[config.mk]
export PLATFORM = sky130hd
export DESIGN_NAME = mdpq_ram
export DESIGN_NICKNAME = d
export VERILOG_FILES = /design/src/hdl/mdpq_ram.sv
export SDC_FILE = /design/constraint.sdc
export NUM_CORES = 1
export LEC_CHECK = 0
export ABC_AREA = 1
export ABC_CLOCK_PERIOD_IN_PS = 900
export BUFFER_PORTS_ARGS = -buffer_cell sky130_fd_sc_hd__buf_2
export CAP_MARGIN = 20
export CELL_PAD_IN_SITES_DETAIL_PLACEMENT = 0
export CELL_PAD_IN_SITES_GLOBAL_PLACEMENT = 1
export CORE_UTILIZATION = 44
export CTS_CLUSTER_DIAMETER = 200
export DETAILED_ROUTE_END_ITERATION = 10
export GPL_ROUTABILITY_DRIVEN = 0
export HOLD_SLACK_MARGIN = 0.05
export PLACE_DENSITY_LB_ADDON = 0.1
export SLEW_MARGIN = 20
export SYNTH_ARGS = -nofsm -noshare
export SYNTH_HDL_FRONTEND = slang
export SYNTH_SLANG_ARGS = --single-unit
[constraint.sdc]
create_clock -name clk -period 0.9 [get_ports clk]
set_input_delay 0.045 -clock clk [delete_from_list [all_inputs] [get_ports clk]]
set_output_delay 0.045 -clock clk [all_outputs]
set_load 0.02 [all_outputs]
[src/hdl/mdpq_ram.sv]
// ----------------------------------------------------------------------------
// mdpq_ram
// Generic single-write, single-read synchronous RAM with registered read data.
// ----------------------------------------------------------------------------
module mdpq_ram #(
	parameter int WIDTH = 8,
	parameter int DEPTH = 16
) (
	input  logic                     clk,
	input  logic                     wr_en,
	input  logic [$clog2(DEPTH)-1:0] wr_addr,
	input  logic [WIDTH-1:0]         wr_data,
	input  logic                     rd_en,
	input  logic [$clog2(DEPTH)-1:0] rd_addr,
	output logic [WIDTH-1:0]         rd_data
);

	logic [WIDTH-1:0] mem_q [DEPTH];
	logic [WIDTH-1:0] rd_data_q;

	always_ff @(posedge clk) begin
		if (wr_en) begin
			mem_q[wr_addr] <= wr_data;
		end
		if (rd_en) begin
			rd_data_q <= mem_q[rd_addr];
		end
	end

	assign rd_data = rd_data_q;

endmodule
==> results.toml <==
[yosys]
ys_seq_area_share_pct = 69.85
synth_commonest_cells = "nand2_1 (173), edfxtp_1 (136), inv_1 (100)"
synth_top_area_cell = "edfxtp_1"
synth_fp_nets = 570
yosysWarnings = 0
yosys.area.top_type_share_pct = 69.85
yosysMostFrequentCell = "nand2_1"
ys_ff_latch = 136
ys.flop_type = "edfxtp_1"
async_reset_ff_share_pct = 0
ys_types = 11
synthCells = 551
avgSynthCellArea_um2 = 10.61
syn_area_um2 = 5847
synth_edf_count = 136
synthTopCellsByArea = "edfxtp_1 (70%), nand2_1 (11%), nand3_1 (8.3%)"

[routing]
drt.antenna.violating_nets = 0
firstDrtPassIters = 4
wl_per_cell_um = 17.63
drt_iter0_drc = 263
remaining_drc_errors = 0
wirelength_um = 14140
viasPerCell = 4.838
routed-via-count = 3880

[worst_setup_path]
path_buf_inv = 1
crit_chain = "buf_6"
slowest_stage = "edfxtp_1"
worst-setup-path-type = "flop to primary output"
worstPathRequired_ps = 850
crit_family = "flip-flops"
start_kind = "flop"
path_max_fanout = 1
endpoint_kind = "primary output"
crit_arrival_ps = 1030
max_stage_delay_ps = 450

[power]
p_clk_share_pct = 44.5
swShare_pct = 21.48
power.density_nw_per_um2 = 2024
intPower_mw = 11.88
power_frac_comb_pct = 8.0
leakage_nw = 3.215
seqPwrFrac_pct = 47.5
p_switching_mw = 3.250
ir_worst_vdd_uv = 1325

[run]
drv_cap = 0

[layout]
antenna-diode-count = 0
fillers = 1042
final_cells = 802
drive_above_1_share_pct = 24.60
nNetsFinal = 636
syn_to_final_growth_pct = 27.86

[clock_tree]
cts_buffer_depth = 2
insertion_delay_ps = 420
cts_setup_buffers = 0
cts.clk_slew.worst_paths_ps = 60
root_buffer = "clkbuf_16"
cts_max_level = 4
cts_sinks = 136
cts_tree = "yes"
numCtsBuffers = 17

[placement]
dpl.hpwl_um = 9158
io_buffers = 26
place_inst = 766
place_ws_ps = -330.4

[sta]
relSlewSlack_pct = 73.82
setup_violations = 16
finalHoldViolCount = 0
max_slew.worst_pin.slew_ps = 392.3
slew_violations = 0
fin_skew_ps = 5.207
min_period_ps = 1078
postLayoutSetupSlackWorst_ps = -178.1
fmax_mhz = 927.5
rsz0062_at_grt = "true"
finalCritPeriodShare_pct = 119.8

[die]
core_um2 = 12770
initial_core_util_pct = 45.77
die_height_um = 117.3
die_w_um = 117.3
io_pins = 27
rows = 41
die_area_um2 = 13750

[grt]
grt_pass1_wl_um = 21330
grt_util_all_layers_pct = 22.71
antenna_found_initial = 0
first_global_vias = 3699
grt_max_degree = 35
grt_overflow = 0

[outcome]
status = "complete, but fails checks"
violations = "setup timing"

[min_path]
hp-class = "primary input to flop"
## registers in the layout, summed over array words and instances, names as in the netlist
signal	flops
rd_data	8
mem_q	128
## worst paths after layout
path | start | slack (ps) | cells past startpoint | to
max | rd_data[7] | -180 | 1 | rd_data[7]
min | wr_data[2] | 60 | 1 | mem_q[2][2]
max reg2reg | mem_q[0][3] | -170 | 6 | rd_data[3]
min reg2reg | mem_q[2][4] | 750 | 6 | rd_data[4]
## per-stage QoR
stage | total power, mW | instance area [um2] | util (%) | hold slack (ps) | TNS [ps]
2_1_floorplan | 7.845 | 5862 | - | 143.9 | -7774
3_3_place_gp | 8.363 | 6536 | 51.17 | 425.2 | -14310
3_5_place_dp | 8.363 | 6536 | 51.17 | 419.4 | -15690
4_1_cts | 15.15 | 7308 | 57.21 | 54.89 | -2289
5_1_grt | 15.60 | 7476 | 58.53 | 53.93 | -2872
6_report | 15.13 | 7476 | 58.53 | 61.10 | -2096
## placed cells by master, fill, tap and decap left out, drive strengths merged
master / instances
edfxtp: 136
clkinv: 8
nand3: 97
buf: 67
nor2: 17
nand2: 173
bufinv: 3
dlygate4sd3: 4
clkinvlp: 1
nand3b: 2
clkbuf: 20
inv: 102
## metal layers
layer / GRT usage [%] / part of all wire, %
met1: 31.33 / 46
met2: 33.69 / 46
met3: 5.664 / 5.8
met4: 10.89 / 2.4
met5: 0 / 0
## power groups by stage
| stage | logic, mW | clock network, mW | registers, mW |
|---|---|---|---|
| floorplan | 0.506 | 0 | 7.34 |
| global placement | 1.06 | 0 | 7.31 |
| detailed placement | 1.05 | 0 | 7.31 |
| CTS | 1.14 | 6.83 | 7.18 |
| global route | 1.32 | 7.09 | 7.20 |
| finish | 1.21 | 6.74 | 7.19 |
## repair_timing
item | in CTS | in global routing
resized for setup | 34 | 38
hold endpoints to repair | 53 | 0
pin swaps | 21 | 12
hold buffers | 4 | 0
setup endpoints to repair | 16 | 16
## cells by family (layout without fill, tap and decap cells)
family	count (synthesis)	in the layout	share of synthesized area [%]
flops	136	136	69.85
simple gates	289	289	20.76
buf+inv	126	205	9.394
## layout make-up
class / count / area, um2 / share of cell area, %
multi-input cells: 289 / 1509 / 20.18
clock buffers: 20 / 436.7 / 5.841
repair buffers: 71 / 715.7 / 9.573
clock inverters: 12 / 132.6 / 1.774
inverters: 102 / 382.9 / 5.121
flip-flops and latches: 136 / 4084 / 54.63
well taps: 172 / 215.2 / 2.879
(Power assumes the default switching activity.)
